===== src/design/fesq_pkg.sv =====
`default_nettype none

package fesq_pkg;

    // Input item kinds, carried on s_tuser.
    typedef enum logic [3:0] {
        KIND_TICK         = 4'd0,
        KIND_EN_IGNITER   = 4'd1,
        KIND_DIS_IGNITER  = 4'd2,
        KIND_DIS_PILOT    = 4'd3,
        KIND_IGNITE       = 4'd4,
        KIND_EN_POOF      = 4'd5,
        KIND_DIS_POOF     = 4'd6,
        KIND_POOF         = 4'd7,
        KIND_CANCEL_POOF  = 4'd8,
        KIND_READ_CHANGED = 4'd9
    } kind_t;

    // Result message kinds, carried on m_tuser.
    localparam logic [1:0] MSG_STATUS = 2'd0;
    localparam logic [1:0] MSG_CHANGE = 2'd1;
    localparam logic [1:0] MSG_CANCEL = 2'd2;

    // Flag bit positions.
    localparam int FLAG_IGN_EN  = 0;
    localparam int FLAG_IGN_ON  = 1;
    localparam int FLAG_PIL_DLY = 2;
    localparam int FLAG_PIL_ON  = 3;
    localparam int FLAG_READY   = 4;
    localparam int FLAG_POOF_EN = 5;
    localparam int FLAG_POOF_ON = 6;
    localparam int FLAG_CHANGED = 7;

    localparam logic [31:0] ENABLE_PERIOD_MS = 32'd100;

    // Configuration register map: register i at byte address 4*i.
    localparam int CFG_ADDR_W = 5;
    localparam logic [2:0] REG_MODULE_ADDRESS = 3'd0;
    localparam logic [2:0] REG_IGNITER_CHAN   = 3'd1;
    localparam logic [2:0] REG_PILOT_CHAN     = 3'd2;
    localparam logic [2:0] REG_PILOT_PRESENT  = 3'd3;
    localparam logic [2:0] REG_MAIN_CHAN      = 3'd4;
    localparam logic [2:0] REG_IGNITE_TIME    = 3'd5;
    localparam logic [2:0] REG_PILOT_WAIT     = 3'd6;
    localparam logic [2:0] REG_POOF_LIMIT     = 3'd7;

    localparam int QUEUE_DEPTH = 4;
    localparam int QUEUE_PTR_W = $clog2(QUEUE_DEPTH);

    typedef struct packed {
        logic [15:0] module_address;
        logic [7:0]  igniter_channel;
        logic [7:0]  pilot_channel;
        logic        pilot_present;
        logic [7:0]  main_valve_channel;
        logic [31:0] ignite_time_ms;
        logic [31:0] pilot_wait_ms;
        logic [31:0] poof_limit_ms;
    } cfg_t;

    typedef struct packed {
        logic [1:0]  kind;
        logic [7:0]  chan;
        logic [31:0] period;
        logic        start;
        logic        stop;
    } msg_t;

    // Everything the back end needs to emit the results of one item.
    typedef struct packed {
        logic        two_msgs;
        msg_t        msg0;
        msg_t        msg1;
        logic [15:0] target_address;
        logic [7:0]  status;
        logic        changed_read;
        logic [31:0] ign_deadline;
        logic [31:0] clock_ms;
    } rec_t;

    localparam msg_t MSG_NONE = '{kind: MSG_STATUS, chan: 8'd0, period: 32'd0,
                                  start: 1'b0, stop: 1'b0};

endpackage

`default_nettype wire


===== src/design/flame_effect_ignition_sequencer.sv =====
`default_nettype none

// Channel   | Direction | Handshake          | Contents
// ----------+-----------+--------------------+----------------------------------------------
// s_        | in        | s_tvalid/s_tready  | one command or millisecond tick per transaction
// m_        | out       | m_tvalid/m_tready  | one or two result transactions per input item
// APB       | in        | psel/penable       | eight configuration registers at 4*i
//
// The front end accepts an input transaction whenever the result queue has room and
// updates flags, clock and deadlines at that edge. Its record is written into the queue
// and then loaded into the output register, which sends one transaction per cycle while
// m_tready is high, so an item with two messages leaves as two; that register sets the rate.
// Reset (aresetn low, synchronous) clears all control state and restores the configuration.
// A stall on m_ backs up into the four-entry queue and then drops s_tready.

module flame_effect_ignition_sequencer (
    input  wire logic                            aclk,
    input  wire logic                            aresetn,

    input  wire logic                            s_tvalid,
    output logic                                 s_tready,
    // [31:0] burn_period, [63:32] pilot_lag
    input  wire logic [63:0]                     s_tdata,
    // [3:0] kind
    input  wire logic [3:0]                      s_tuser,

    output logic                                 m_tvalid,
    input  wire logic                            m_tready,
    // [15:0] target_address, [23:16] output_number, [55:24] change_period_ms,
    // [56] start_level, [57] stop_level, [65:58] status_bits, [66] changed_read,
    // [98:67] ignite_left_ms, [103:99] zero
    output logic [103:0]                         m_tdata,
    // [1:0] message_kind
    output logic [1:0]                           m_tuser,
    output logic                                 m_tlast,

    input  wire logic                            psel,
    input  wire logic                            penable,
    input  wire logic                            pwrite,
    input  wire logic [fesq_pkg::CFG_ADDR_W-1:0] paddr,
    input  wire logic [31:0]                     pwdata,
    output logic      [31:0]                     prdata,
    output logic                                 pready
);

    fesq_pkg::cfg_t cfg;
    fesq_pkg::rec_t front_rec;
    fesq_pkg::rec_t head;
    logic           full;
    logic           empty;
    logic           pop;
    logic           accept;

    // A transaction on the input side is taken whenever the queue can hold its record.
    assign s_tready = !full;
    assign accept   = s_tvalid && s_tready;

    fesq_cfg u_cfg (
        .aclk    (aclk),
        .aresetn (aresetn),
        .psel    (psel),
        .penable (penable),
        .pwrite  (pwrite),
        .paddr   (paddr),
        .pwdata  (pwdata),
        .prdata  (prdata),
        .pready  (pready),
        .cfg     (cfg)
    );

    // Front end: applies the item to the flags, clock and deadlines and builds
    // the message record that the back end will send.
    fesq_front u_front (
        .aclk      (aclk),
        .aresetn   (aresetn),
        .accept    (accept),
        .kind_in   (s_tuser),
        .period_in (s_tdata[31:0]),
        .delay_in  (s_tdata[63:32]),
        .cfg       (cfg),
        .rec       (front_rec)
    );

    fesq_queue u_queue (
        .aclk      (aclk),
        .aresetn   (aresetn),
        .push      (accept),
        .push_data (front_rec),
        .full      (full),
        .pop       (pop),
        .empty     (empty),
        .head      (head)
    );

    // Back end: splits each record into one or two result transactions.
    fesq_back u_back (
        .aclk     (aclk),
        .aresetn  (aresetn),
        .empty    (empty),
        .head     (head),
        .pop      (pop),
        .m_tvalid (m_tvalid),
        .m_tready (m_tready),
        .m_tdata  (m_tdata),
        .m_tuser  (m_tuser),
        .m_tlast  (m_tlast)
    );

endmodule

`default_nettype wire


===== src/design/fesq_cfg.sv =====
`default_nettype none

module fesq_cfg (
    input  wire logic                           aclk,
    input  wire logic                           aresetn,
    input  wire logic                           psel,
    input  wire logic                           penable,
    input  wire logic                           pwrite,
    input  wire logic [fesq_pkg::CFG_ADDR_W-1:0] paddr,
    input  wire logic [31:0]                    pwdata,
    output logic      [31:0]                    prdata,
    output logic                                pready,
    output fesq_pkg::cfg_t                      cfg
);

    fesq_pkg::cfg_t cfg_reg;
    logic [2:0]     reg_index;
    logic           wr_en;

    assign pready    = 1'b1;
    assign reg_index = paddr[fesq_pkg::CFG_ADDR_W-1:2];
    assign wr_en     = psel && penable && pwrite && pready;
    assign cfg       = cfg_reg;

    always_ff @(posedge aclk) begin
        if (!aresetn) begin
            cfg_reg.module_address     <= 16'd0;
            cfg_reg.igniter_channel    <= 8'd0;
            cfg_reg.pilot_channel      <= 8'd1;
            cfg_reg.pilot_present      <= 1'b1;
            cfg_reg.main_valve_channel <= 8'd2;
            cfg_reg.ignite_time_ms     <= 32'd5000;
            cfg_reg.pilot_wait_ms      <= 32'd1000;
            cfg_reg.poof_limit_ms      <= 32'd1000;
        end else if (wr_en) begin
            case (reg_index)
                fesq_pkg::REG_MODULE_ADDRESS: cfg_reg.module_address <= pwdata[15:0];
                fesq_pkg::REG_IGNITER_CHAN:   cfg_reg.igniter_channel <= pwdata[7:0];
                fesq_pkg::REG_PILOT_CHAN:     cfg_reg.pilot_channel <= pwdata[7:0];
                fesq_pkg::REG_PILOT_PRESENT:  cfg_reg.pilot_present <= pwdata[0];
                fesq_pkg::REG_MAIN_CHAN:      cfg_reg.main_valve_channel <= pwdata[7:0];
                fesq_pkg::REG_IGNITE_TIME:    cfg_reg.ignite_time_ms <= pwdata;
                fesq_pkg::REG_PILOT_WAIT:     cfg_reg.pilot_wait_ms <= pwdata;
                fesq_pkg::REG_POOF_LIMIT:     cfg_reg.poof_limit_ms <= pwdata;
                default: ;
            endcase
        end
    end

    always_comb begin
        case (reg_index)
            fesq_pkg::REG_MODULE_ADDRESS: prdata = {16'd0, cfg_reg.module_address};
            fesq_pkg::REG_IGNITER_CHAN:   prdata = {24'd0, cfg_reg.igniter_channel};
            fesq_pkg::REG_PILOT_CHAN:     prdata = {24'd0, cfg_reg.pilot_channel};
            fesq_pkg::REG_PILOT_PRESENT:  prdata = {31'd0, cfg_reg.pilot_present};
            fesq_pkg::REG_MAIN_CHAN:      prdata = {24'd0, cfg_reg.main_valve_channel};
            fesq_pkg::REG_IGNITE_TIME:    prdata = cfg_reg.ignite_time_ms;
            fesq_pkg::REG_PILOT_WAIT:     prdata = cfg_reg.pilot_wait_ms;
            fesq_pkg::REG_POOF_LIMIT:     prdata = cfg_reg.poof_limit_ms;
            default:                      prdata = 32'd0;
        endcase
    end

endmodule

`default_nettype wire


===== src/design/fesq_front.sv =====
`default_nettype none

module fesq_front (
    input  wire logic           aclk,
    input  wire logic           aresetn,
    input  wire logic           accept,
    input  wire logic [3:0]     kind_in,
    input  wire logic [31:0]    period_in,
    input  wire logic [31:0]    delay_in,
    input  wire fesq_pkg::cfg_t cfg,
    output fesq_pkg::rec_t      rec
);

    logic [7:0]  flag_reg, flag_next;
    logic [31:0] clock_reg, clock_next;
    logic [31:0] ign_dl_reg, ign_dl_next;
    logic [31:0] pil_dl_reg, pil_dl_next;
    logic [31:0] poof_dl_reg, poof_dl_next;

    fesq_pkg::kind_t kind;
    fesq_pkg::msg_t  msg0, msg1;
    logic            two_msgs;
    logic            chg_read;
    logic [31:0]     ig_period, ig_delay, poof_period;
    logic            clock_not_max;

    assign kind          = fesq_pkg::kind_t'(kind_in);
    assign clock_not_max = (clock_reg != 32'hFFFF_FFFF);

    // Enable igniter uses the configured periods, ignite uses the item's.
    assign ig_period   = (kind == fesq_pkg::KIND_EN_IGNITER) ? cfg.ignite_time_ms : period_in;
    assign ig_delay    = (kind == fesq_pkg::KIND_EN_IGNITER) ? cfg.pilot_wait_ms : delay_in;
    assign poof_period = (period_in > cfg.poof_limit_ms) ? cfg.poof_limit_ms : period_in;

    always_comb begin
        flag_next    = flag_reg;
        clock_next   = clock_reg;
        ign_dl_next  = ign_dl_reg;
        pil_dl_next  = pil_dl_reg;
        poof_dl_next = poof_dl_reg;
        msg0         = fesq_pkg::MSG_NONE;
        msg1         = fesq_pkg::MSG_NONE;
        two_msgs     = 1'b0;
        chg_read     = 1'b0;

        case (kind)
            fesq_pkg::KIND_TICK: begin
                clock_next = clock_reg + 32'd1;
                // clock+1 > deadline, where a wrap to zero never passes.
                if (flag_reg[fesq_pkg::FLAG_IGN_ON] && clock_not_max
                        && clock_reg >= ign_dl_reg) begin
                    flag_next[fesq_pkg::FLAG_IGN_ON]  = 1'b0;
                    flag_next[fesq_pkg::FLAG_READY]   = 1'b1;
                    flag_next[fesq_pkg::FLAG_CHANGED] = 1'b1;
                    ign_dl_next = 32'd0;
                end
                if (flag_reg[fesq_pkg::FLAG_PIL_DLY] && clock_not_max
                        && clock_reg >= pil_dl_reg) begin
                    flag_next[fesq_pkg::FLAG_PIL_DLY] = 1'b0;
                    flag_next[fesq_pkg::FLAG_PIL_ON]  = 1'b1;
                    flag_next[fesq_pkg::FLAG_CHANGED] = 1'b1;
                    pil_dl_next = 32'd0;
                end
                if (flag_reg[fesq_pkg::FLAG_POOF_ON] && clock_not_max
                        && clock_reg >= poof_dl_reg) begin
                    flag_next[fesq_pkg::FLAG_POOF_ON] = 1'b0;
                    flag_next[fesq_pkg::FLAG_CHANGED] = 1'b1;
                    poof_dl_next = 32'd0;
                end
            end
            fesq_pkg::KIND_EN_IGNITER, fesq_pkg::KIND_IGNITE: begin
                if (kind == fesq_pkg::KIND_EN_IGNITER) begin
                    flag_next[fesq_pkg::FLAG_IGN_EN]  = 1'b1;
                    flag_next[fesq_pkg::FLAG_READY]   = 1'b0;
                    flag_next[fesq_pkg::FLAG_CHANGED] = 1'b1;
                end
                if (flag_next[fesq_pkg::FLAG_IGN_EN]) begin
                    flag_next[fesq_pkg::FLAG_IGN_ON] = 1'b1;
                    ign_dl_next = clock_reg + ig_period;
                    msg0 = '{kind: fesq_pkg::MSG_CHANGE, chan: cfg.igniter_channel,
                             period: ig_period, start: 1'b1, stop: 1'b0};
                    if (cfg.pilot_present) begin
                        flag_next[fesq_pkg::FLAG_PIL_DLY] = 1'b1;
                        pil_dl_next = clock_reg + ig_delay;
                        msg1 = '{kind: fesq_pkg::MSG_CHANGE, chan: cfg.pilot_channel,
                                 period: ig_delay, start: 1'b0, stop: 1'b1};
                        two_msgs = 1'b1;
                    end
                end
            end
            fesq_pkg::KIND_DIS_IGNITER: begin
                flag_next[fesq_pkg::FLAG_IGN_EN]  = 1'b0;
                flag_next[fesq_pkg::FLAG_IGN_ON]  = 1'b0;
                flag_next[fesq_pkg::FLAG_CHANGED] = 1'b1;
                msg0 = '{kind: fesq_pkg::MSG_CHANGE, chan: cfg.igniter_channel,
                         period: fesq_pkg::ENABLE_PERIOD_MS, start: 1'b0, stop: 1'b0};
            end
            fesq_pkg::KIND_DIS_PILOT: begin
                if (cfg.pilot_present) begin
                    flag_next[fesq_pkg::FLAG_READY]   = 1'b0;
                    flag_next[fesq_pkg::FLAG_POOF_EN] = 1'b0;
                    flag_next[fesq_pkg::FLAG_POOF_ON] = 1'b0;
                    flag_next[fesq_pkg::FLAG_PIL_DLY] = 1'b0;
                    flag_next[fesq_pkg::FLAG_PIL_ON]  = 1'b0;
                    flag_next[fesq_pkg::FLAG_CHANGED] = 1'b1;
                    msg0 = '{kind: fesq_pkg::MSG_CHANGE, chan: cfg.main_valve_channel,
                             period: fesq_pkg::ENABLE_PERIOD_MS, start: 1'b0, stop: 1'b0};
                    msg1 = '{kind: fesq_pkg::MSG_CHANGE, chan: cfg.pilot_channel,
                             period: fesq_pkg::ENABLE_PERIOD_MS, start: 1'b0, stop: 1'b0};
                    two_msgs = 1'b1;
                end
            end
            fesq_pkg::KIND_EN_POOF: begin
                flag_next[fesq_pkg::FLAG_POOF_EN] = 1'b1;
                flag_next[fesq_pkg::FLAG_CHANGED] = 1'b1;
            end
            fesq_pkg::KIND_DIS_POOF: begin
                flag_next[fesq_pkg::FLAG_POOF_EN] = 1'b0;
                flag_next[fesq_pkg::FLAG_POOF_ON] = 1'b0;
                flag_next[fesq_pkg::FLAG_CHANGED] = 1'b1;
                msg0 = '{kind: fesq_pkg::MSG_CHANGE, chan: cfg.main_valve_channel,
                         period: fesq_pkg::ENABLE_PERIOD_MS, start: 1'b0, stop: 1'b0};
            end
            fesq_pkg::KIND_POOF: begin
                if (flag_reg[fesq_pkg::FLAG_READY] && flag_reg[fesq_pkg::FLAG_POOF_EN]) begin
                    if (!flag_reg[fesq_pkg::FLAG_POOF_ON]) begin
                        flag_next[fesq_pkg::FLAG_CHANGED] = 1'b1;
                    end
                    flag_next[fesq_pkg::FLAG_POOF_ON] = 1'b1;
                    poof_dl_next = clock_reg + poof_period;
                    msg0 = '{kind: fesq_pkg::MSG_CHANGE, chan: cfg.main_valve_channel,
                             period: poof_period, start: 1'b1, stop: 1'b0};
                end
            end
            fesq_pkg::KIND_CANCEL_POOF: begin
                flag_next[fesq_pkg::FLAG_POOF_ON] = 1'b0;
                msg0 = '{kind: fesq_pkg::MSG_CANCEL, chan: cfg.main_valve_channel,
                         period: 32'd0, start: 1'b0, stop: 1'b0};
            end
            fesq_pkg::KIND_READ_CHANGED: begin
                chg_read = flag_reg[fesq_pkg::FLAG_CHANGED];
                flag_next[fesq_pkg::FLAG_CHANGED] = 1'b0;
            end
            default: ;
        endcase
    end

    always_ff @(posedge aclk) begin
        if (!aresetn) begin
            flag_reg    <= 8'd0;
            clock_reg   <= 32'd0;
            ign_dl_reg  <= 32'd0;
            pil_dl_reg  <= 32'd0;
            poof_dl_reg <= 32'd0;
        end else if (accept) begin
            flag_reg    <= flag_next;
            clock_reg   <= clock_next;
            ign_dl_reg  <= ign_dl_next;
            pil_dl_reg  <= pil_dl_next;
            poof_dl_reg <= poof_dl_next;
        end
    end

    always_comb begin
        rec.two_msgs       = two_msgs;
        rec.msg0           = msg0;
        rec.msg1           = msg1;
        rec.target_address = cfg.module_address;
        rec.status         = flag_next;
        rec.changed_read   = chg_read;
        rec.ign_deadline   = ign_dl_next;
        rec.clock_ms       = clock_next;
    end

endmodule

`default_nettype wire


===== src/design/fesq_queue.sv =====
`default_nettype none

module fesq_queue (
    input  wire logic           aclk,
    input  wire logic           aresetn,
    input  wire logic           push,
    input  wire fesq_pkg::rec_t push_data,
    output logic                full,
    input  wire logic           pop,
    output logic                empty,
    output fesq_pkg::rec_t      head
);

    fesq_pkg::rec_t                     entry_reg [fesq_pkg::QUEUE_DEPTH];
    logic [fesq_pkg::QUEUE_PTR_W-1:0]   wr_ptr_reg, rd_ptr_reg;
    logic [fesq_pkg::QUEUE_PTR_W:0]     count_reg, count_next;

    assign full  = (count_reg == (fesq_pkg::QUEUE_PTR_W + 1)'(fesq_pkg::QUEUE_DEPTH));
    assign empty = (count_reg == '0);
    assign head  = entry_reg[rd_ptr_reg];

    always_comb begin
        count_next = count_reg;
        if (push && !pop) begin
            count_next = count_reg + 1'b1;
        end else if (pop && !push) begin
            count_next = count_reg - 1'b1;
        end
    end

    always_ff @(posedge aclk) begin
        if (!aresetn) begin
            wr_ptr_reg <= '0;
            rd_ptr_reg <= '0;
            count_reg  <= '0;
        end else begin
            if (push) begin
                wr_ptr_reg <= wr_ptr_reg + 1'b1;
            end
            if (pop) begin
                rd_ptr_reg <= rd_ptr_reg + 1'b1;
            end
            count_reg <= count_next;
        end
    end

    always_ff @(posedge aclk) begin
        if (push) begin
            entry_reg[wr_ptr_reg] <= push_data;
        end
    end

endmodule

`default_nettype wire


===== src/design/fesq_back.sv =====
`default_nettype none

module fesq_back (
    input  wire logic           aclk,
    input  wire logic           aresetn,
    input  wire logic           empty,
    input  wire fesq_pkg::rec_t head,
    output logic                pop,
    output logic                m_tvalid,
    input  wire logic           m_tready,
    output logic [103:0]        m_tdata,
    output logic [1:0]          m_tuser,
    output logic                m_tlast
);

    logic           valid_reg;
    logic           second_reg, second_next;
    logic [103:0]   data_reg;
    logic [1:0]     user_reg;
    logic           last_reg;

    logic           load;
    logic           is_last;
    fesq_pkg::msg_t msg;
    logic [31:0]    left;

    assign load    = (!valid_reg || m_tready) && !empty;
    assign is_last = second_reg || !head.two_msgs;
    assign pop     = load && is_last;
    assign msg     = second_reg ? head.msg1 : head.msg0;
    assign left    = (head.ign_deadline == 32'd0) ? 32'd0
                                                  : head.ign_deadline - head.clock_ms;

    always_comb begin
        second_next = second_reg;
        if (load) begin
            second_next = !is_last;
        end
    end

    always_ff @(posedge aclk) begin
        if (!aresetn) begin
            valid_reg  <= 1'b0;
            second_reg <= 1'b0;
        end else begin
            second_reg <= second_next;
            if (load) begin
                valid_reg <= 1'b1;
            end else if (m_tready) begin
                valid_reg <= 1'b0;
            end
        end
    end

    always_ff @(posedge aclk) begin
        if (load) begin
            data_reg <= {5'd0, left, head.changed_read, head.status, msg.stop, msg.start,
                         msg.period, msg.chan, head.target_address};
            user_reg <= msg.kind;
            last_reg <= is_last;
        end
    end

    assign m_tvalid = valid_reg;
    assign m_tdata  = data_reg;
    assign m_tuser  = user_reg;
    assign m_tlast  = last_reg;

endmodule

`default_nettype wire

===== config.mk =====
export PLATFORM = sky130hd
export DESIGN_NAME = flame_effect_ignition_sequencer
export DESIGN_NICKNAME = d
export VERILOG_FILES = /design/src/design/fesq_pkg.sv /design/src/design/flame_effect_ignition_sequencer.sv /design/src/design/fesq_cfg.sv /design/src/design/fesq_front.sv /design/src/design/fesq_queue.sv /design/src/design/fesq_back.sv
export SDC_FILE = /design/constraint.sdc
export NUM_CORES = 2
export LEC_CHECK = 0
export BUFFER_PORTS_ARGS = -buffer_cell sky130_fd_sc_hd__buf_2
export CAP_MARGIN = 40
export CELL_PAD_IN_SITES_DETAIL_PLACEMENT = 1
export CELL_PAD_IN_SITES_GLOBAL_PLACEMENT = 2
export CORE_MARGIN = 8
export CORE_UTILIZATION = 43
export CTS_CLUSTER_DIAMETER = 40
export DETAILED_ROUTE_END_ITERATION = 7
export GPL_TIMING_DRIVEN = 0
export PLACE_DENSITY = 0.89
export SYNTH_ARGS = -nofsm -noshare
export SYNTH_HDL_FRONTEND = slang
export SYNTH_SLANG_ARGS = --single-unit

===== constraint.sdc =====
create_clock -name aclk -period 11.05 [get_ports aclk]
set_input_delay 2.7625 -clock aclk [delete_from_list [all_inputs] [get_ports aclk]]
set_output_delay 2.7625 -clock aclk [all_outputs]
set_load 0.02 [all_outputs]

# Word-level counts from Yosys, hierarchy flattened
# Memory sizes are Yosys's and may differ from the RTL's. A register that Yosys moved wholly into a read port is not among the register bits.
# Cells that the tools add are included.
totals:
  memories: 1
  ramBits: 712
  elab_cells: 162
  register_bits: 384
  inputBits: 112
op_classes:
  order_cmp: 4
  eq_ne: 23
  reduce_logical: 44
  n_addsub: 9
  mux: 59
memory_table:
  columns: ["name", "depth", "word_bits", "rd", "rd_clocked_by_memory_dff", "wr", "line_no", "text"]
  rows:
  - ["u_queue.entry_reg", 4, 178, 1, 1, 1, "fesq_queue.sv:14", "fesq_pkg::rec_t entry_reg [fesq_pkg::QUEUE_DEPTH];"]
ops:
  columns: ["op", "n"]
  rows:
  - ["2-to-1 mux 32 bit", 11]
  - ["case mux 44 bit (6 select lines)", 1]
  - ["case mux 32 bit (8 select lines)", 1]
  - ["2-to-1 mux 43 bit", 5]
  - ["case mux 32 bit (2 select lines)", 3]
  - ["adder 32 bit", 3]
  - ["greater-or-equal comparator 32 bit", 3]
  - ["2-to-1 mux 44 bit", 2]
  - ["case mux 44 bit (2 select lines)", 1]
  - ["adder 32 x 1 -> 32 bit, second input constant", 1]
  - ["greater-than comparator 32 bit", 1]
  - ["zero test 32 bit", 1]
  - ["!= test 32 bit, second input constant", 1]
  - ["subtractor 32 bit", 1]
  - ["2-to-1 mux 1 bit", 17]
  - ["== test 4 x 3 -> 1 bit, second input constant", 4]
  - ["AND reduction 2 bit", 8]
  - ["== test 3 bit, second input constant", 5]
  - ["logical AND 1 bit", 14]
  - ["2-to-1 mux 2 bit", 6]
  - ["case mux 1 bit (3 select lines)", 4]
  - ["== test 4 x 2 -> 1 bit, second input constant", 2]
  - ["== test 4 bit, second input constant", 2]
  - ["!= test 2 x 1 -> 1 bit, second input constant", 4]
  - ["21 further kinds", 38]

# Longest topological paths before layout
depth:
  depth_word: 7
  depth_mapped: 24

# Cells and area by module
# From an unflattened synthesis, not the netlist that was laid out.
hier_totals:
  hier_cells: 4368
  hier_area_um2: 54282.1
modules_own_cells:
  columns: ["mod", "cells_per_inst", "area_per_inst_um2", "n_inst"]
  rows:
  - ["fesq_queue", 973, 26121.3, 1]
  - ["fesq_front", 2094, 15762.6, 1]
  - ["fesq_cfg", 776, 6391.1, 1]
  - ["fesq_back", 523, 5997.0, 1]
  - ["flame_effect_ignition_sequencer", 2, 10.0, 1]

# Worst setup path before layout
# OpenSTA, ideal clock, no wires.
synth_path:
  kind: "input to register"
  startpoint: "in m_tready"
  endpoint: "reg u_queue.count_reg[2] (netlist name)"
  t_arrival_ns: 9.424
  path_buffers: 0
  setup_slack_ns: 1.556
  setup_time_ns: 0.070
  cell_stages: 10
  path_cell_list: "inv_1 a21oi_1 and2_1 inv_1 ha_1 inv_1 fa_1 xor2_1 or3_1 a21oi_1"
synth_between:
  elab_chain_cells: 6
  word_cells_on_any_way: 8
  classes_between: "1 x mux; 7 x reduce/logical"
synth_rtl:
  columns: ["element", "line_no", "text"]
  rows:
  - ["from (decl)", "flame_effect_ignition_sequencer.sv:28", "input wire logic m_tready,"]
  - ["logical OR 1 bit (*)", "fesq_back.sv:27", "assign load = (!valid_reg || m_tready) && !empty;"]
  - ["logical AND 1 bit (*)", "fesq_back.sv:27", null]
  - ["net u_back.load", "fesq_back.sv:22", "logic load;"]
  - ["logical AND 1 bit (*)", "fesq_back.sv:29", "assign pop = load && is_last;"]
  - ["zero test 1 bit", "fesq_queue.sv:24", "if (push && !pop) begin"]
  - ["logical AND 1 bit", "fesq_queue.sv:24", null]
  - ["2-to-1 mux 3 bit or nonzero test 2 bit (tied branches)", null, null]
  - ["to (signal assigned)", "fesq_queue.sv:43", "count_reg <= count_next;"]
  - ["to (decl)", "fesq_queue.sv:16", "logic [fesq_pkg::QUEUE_PTR_W:0] count_reg, count_next;"]
# The timed path passes the listed nets; every way through them passes the cells marked *.
# A chain may end at the register's enable or synchronous reset.

==> results.json <==
{
  "status": "completed",
  "clkSinkCount": 1082,
  "cts.reportedPaths.clkPinSlew_ps": 60,
  "rsz0062_at_grt": "false",
  "postCtsResizedCells": 0,
  "hold_viol": 0,
  "place_area_um2": 56500,
  "fmax_mhz": 114,
  "powerDensity_nw_per_um2": 222,
  "die_h_um": 365,
  "die-area_um2": 133000,
  "clk_path_buf_depth": 3,
  "crit_required_ps": 11540,
  "cts_tree": "built",
  "grt_pass1_vias": 39700,
  "gr-total-overflow": 0,
  "cp_max_fo": 10,
  "ys_seq_elements": 1082,
  "wl_per_cell_um": 28.3,
  "yosysSeqAreaShare": 0.565,
  "numPortBuffers": 240,
  "cap_violations": 0,
  "die_x_um": 365,
  "p_leak_nw": 23.1,
  "min_period_over_period": 0.796,
  "hpwl_mm": 136,
  "antenna_found_initial": 15,
  "place_ws_ps": 1740,
  "grt_start_max_net_pins": 55,
  "layout.nets": 5029,
  "cp_cell_sequence": "clkbuf_1, nor2_1, and2_0, buf_1, clkbuf_1, mux2i_1, inv_1, ha_1, a211oi_1, o21bai_1, a2111o_1, a221o_1, a31oi_4, o21ai_1, a21oi_1, o21ai_0, xnor2_1, o21ai_0",
  "drive_gt1_frac": 0.195,
  "arrival_ps": 9280,
  "ant_nets": 0,
  "grt_pass1_wl_mm": 264,
  "ctsHoldBuffers": 0,
  "cpPeakStageDelay_ps": 700,
  "reg2reg_depth": 22,
  "drt-pass1-iter-count": 7,
  "largest_register_ffs": 696,
  "area_growth_pct": 18.2,
  "root_buffer": "clkbuf_16",
  "grt_usage": 0.268,
  "worst_pin_slew_ps": 1040,
  "std_cell_rows": 128,
  "slew_violations": 0,
  "finalWorstSetupSlack_ps": 2260,
  "cp-startpoint": "s_tuser[3]",
  "via_per_inst": 5.86,
  "slew_headroom": 0.308,
  "rrSetupSlack_ps": 4380,
  "ys.flop_type": "edfxtp_1",
  "post_cts_buffers": 0,
  "skew_ps": 67.9,
  "vias": 37500,
  "numCtsBuffers": 154,
  "synth_cell_types": 94,
  "critPathSlowestCell": "mux2i_1",
  "synth_warnings": 0,
  "wirelength_mm": 182,
  "critPathBufInv": 4,
  "htree_num_levels": 4,
  "cp-end-kind": "register",
  "insertion_delay_ps": 810,
  "route.detailed.drc": 0,
  "avgSynthCellArea_um2": 12.5,
  "start_util": 0.432,
  "rr_startpoint": "u_cfg.cfg[21]$_SDFFE_PN0P_",
  "worstSetupPathDepth": 18,
  "synth_edf_count": 798,
  "min_period_ps": 8790,
  "place_congestion": 0.927,
  "path_class": "in2reg",
  "cp-start-kind": "input port",
  "hp-class": "reg2reg",
  "async_flop_share": 0,
  "synthCells": 4194,
  "reg2reg_to": "u_front.poof_dl_reg[30]$_SDFFE_PN0P_",
  "cp_top_family": "compound AO/OA/AOI/OAI gates",
  "core_um2": 121000,
  "ios": 254,
  "drtIter0Drc": 3049,
  "vdd_drop_max_mv": 0.206,
  "critical_path.endpoint": "u_queue.entry_reg[3][63]$_DFFE_PP_",
  "setup_viol": 0,
  "syn_area_um2": 52400,
  "fin_area_um2": 62000
}
==> power by group <==
| part | switching, W | internal, W |
|---|---|---|
| combinational | 0.00214 | 0.00141 |
| clock | 0.00205 | 0.00305 |
| sequential | 0.000134 | 0.00500 |
==> layout make-up <==
type,count,area [um2]
fill,12600,59400
clock buffer,176,4050
tap,1625,2030
sequential,1082,29600
timing repair buffer,293,2030
inverter,205,769
multi-input combinational,2709,21200
clock inverter,110,1360
buffer,202,866
antenna,7,17.5
==> cell usage after synthesis, drive strengths merged (10+ instances only) <==
cell type  instances  area share
a211oi            23      0.0033
a21o              83       0.012
a21oi            312       0.030
a22o              89       0.015
a22oi             20      0.0029
a31oi             16      0.0026
and2              21      0.0025
and3              50      0.0060
buf               56      0.0060
clkbuf           146       0.010
dfxtp            284        0.11
edfxtp           798        0.46
ha               265       0.063
inv              204       0.015
mux2             110       0.024
mux2i             65       0.012
mux4             177       0.076
nand2            440       0.032
nand2b            24      0.0029
nand3             82      0.0079
nand4             42      0.0050
nor2             254       0.018
nor2b             52      0.0062
nor3              38      0.0036
nor4              12      0.0017
o211ai            17      0.0024
o21a              19      0.0027
o21ai            144       0.014
o21bai            14      0.0020
o22ai             10      0.0012
o31ai             11      0.0019
or2               12      0.0015
or3               28      0.0034
xnor2             91       0.015
xor2              76       0.013
==> how the worst min path moves through the flow <==
stage | slack (ps) | cells after the start | to | start
2_1_floorplan | 430 | 2 | u_front.poof_dl_reg[1]$_SDFFE_PN0P_ | u_front.poof_dl_reg[1]$_SDFFE_PN0P_
3_3_place_gp | 440 | 2 | u_front.poof_dl_reg[5]$_SDFFE_PN0P_ | u_front.poof_dl_reg[5]$_SDFFE_PN0P_
3_5_place_dp | 440 | 2 | u_front.poof_dl_reg[5]$_SDFFE_PN0P_ | u_front.poof_dl_reg[5]$_SDFFE_PN0P_
4_1_cts | 450 | 2 | u_front.poof_dl_reg[22]$_SDFFE_PN0P_ | u_front.poof_dl_reg[22]$_SDFFE_PN0P_
5_1_grt | 470 | 2 | u_front.poof_dl_reg[6]$_SDFFE_PN0P_ | u_front.poof_dl_reg[6]$_SDFFE_PN0P_
6_report | 460 | 2 | u_front.poof_dl_reg[6]$_SDFFE_PN0P_ | u_front.poof_dl_reg[6]$_SDFFE_PN0P_
==> metrics by stage <==
step / std cells / hold slack [ps] / power (W) / TNS [ps] / util
3_5_place_dp: 6114 / 444 / 0.00876 / 0 / 0.466
4_1_cts: 6400 / 452 / 0.0139 / 0 / 0.510
2_1_floorplan: 4198 / 432 / 0.00758 / 0 / -
5_1_grt: 6409 / 472 / 0.0143 / 0 / 0.511
3_3_place_gp: 6063 / 442 / 0.00868 / -125780 / 0.459
6_report: 6409 / 455 / 0.0138 / 0 / 0.511
==> worst reg2reg max path, delay by kind of cell, from the launching register on <==
kind	cells	cell delay, ps
xor+xnor	1	150
compound gates	15	4040
simple gates	1	150
flops	1	360
fa+ha+maj	2	700
buf+inv	3	1120
==> placed cells by master (no fill, tap or decap), drive strengths merged, types with 28 or more instances in the layout <==
master	Yosys	layout
a21o	83	83
nor3	38	38
buf	56	349
o21ai	144	144
ha	265	265
mux2i	65	65
mux4	177	177
a21oi	312	312
xor2	76	76
mux2	110	110
clkinv	1	50
dfxtp	284	284
nor2	254	254
clkbuf	146	322
or3	28	28
nand3	82	82
a22o	89	89
nand2	440	440
and3	50	50
nor2b	52	52
edfxtp	798	798
inv	204	239
xnor2	91	91
nand4	42	42
==> cells by family after synthesis <==
kind of cell,count (synthesis),synth area share
compound gates,839,0.104
xor+xnor,167,0.0279
fa+ha+maj,270,0.0651
buf+inv,407,0.0312
flops,1082,0.565
mux,352,0.112
other cells,2,0.000143
simple gates,1075,0.0939
==> routing by layer <==
| layer | wire, um | share of wire | vias up | track usage |
|---|---|---|---|---|
| met5 | 33 | 0.00018 | - | 0 |
| met2 | 87500 | 0.48 | 1449 | 0.450 |
| met4 | 9620 | 0.053 | 6 | 0.130 |
| li1 | - | - | 16600 | - |
| met3 | 10800 | 0.060 | 345 | 0.0441 |
| met1 | 73700 | 0.41 | 19100 | 0.338 |
Power figures use the tool's default switching activity.
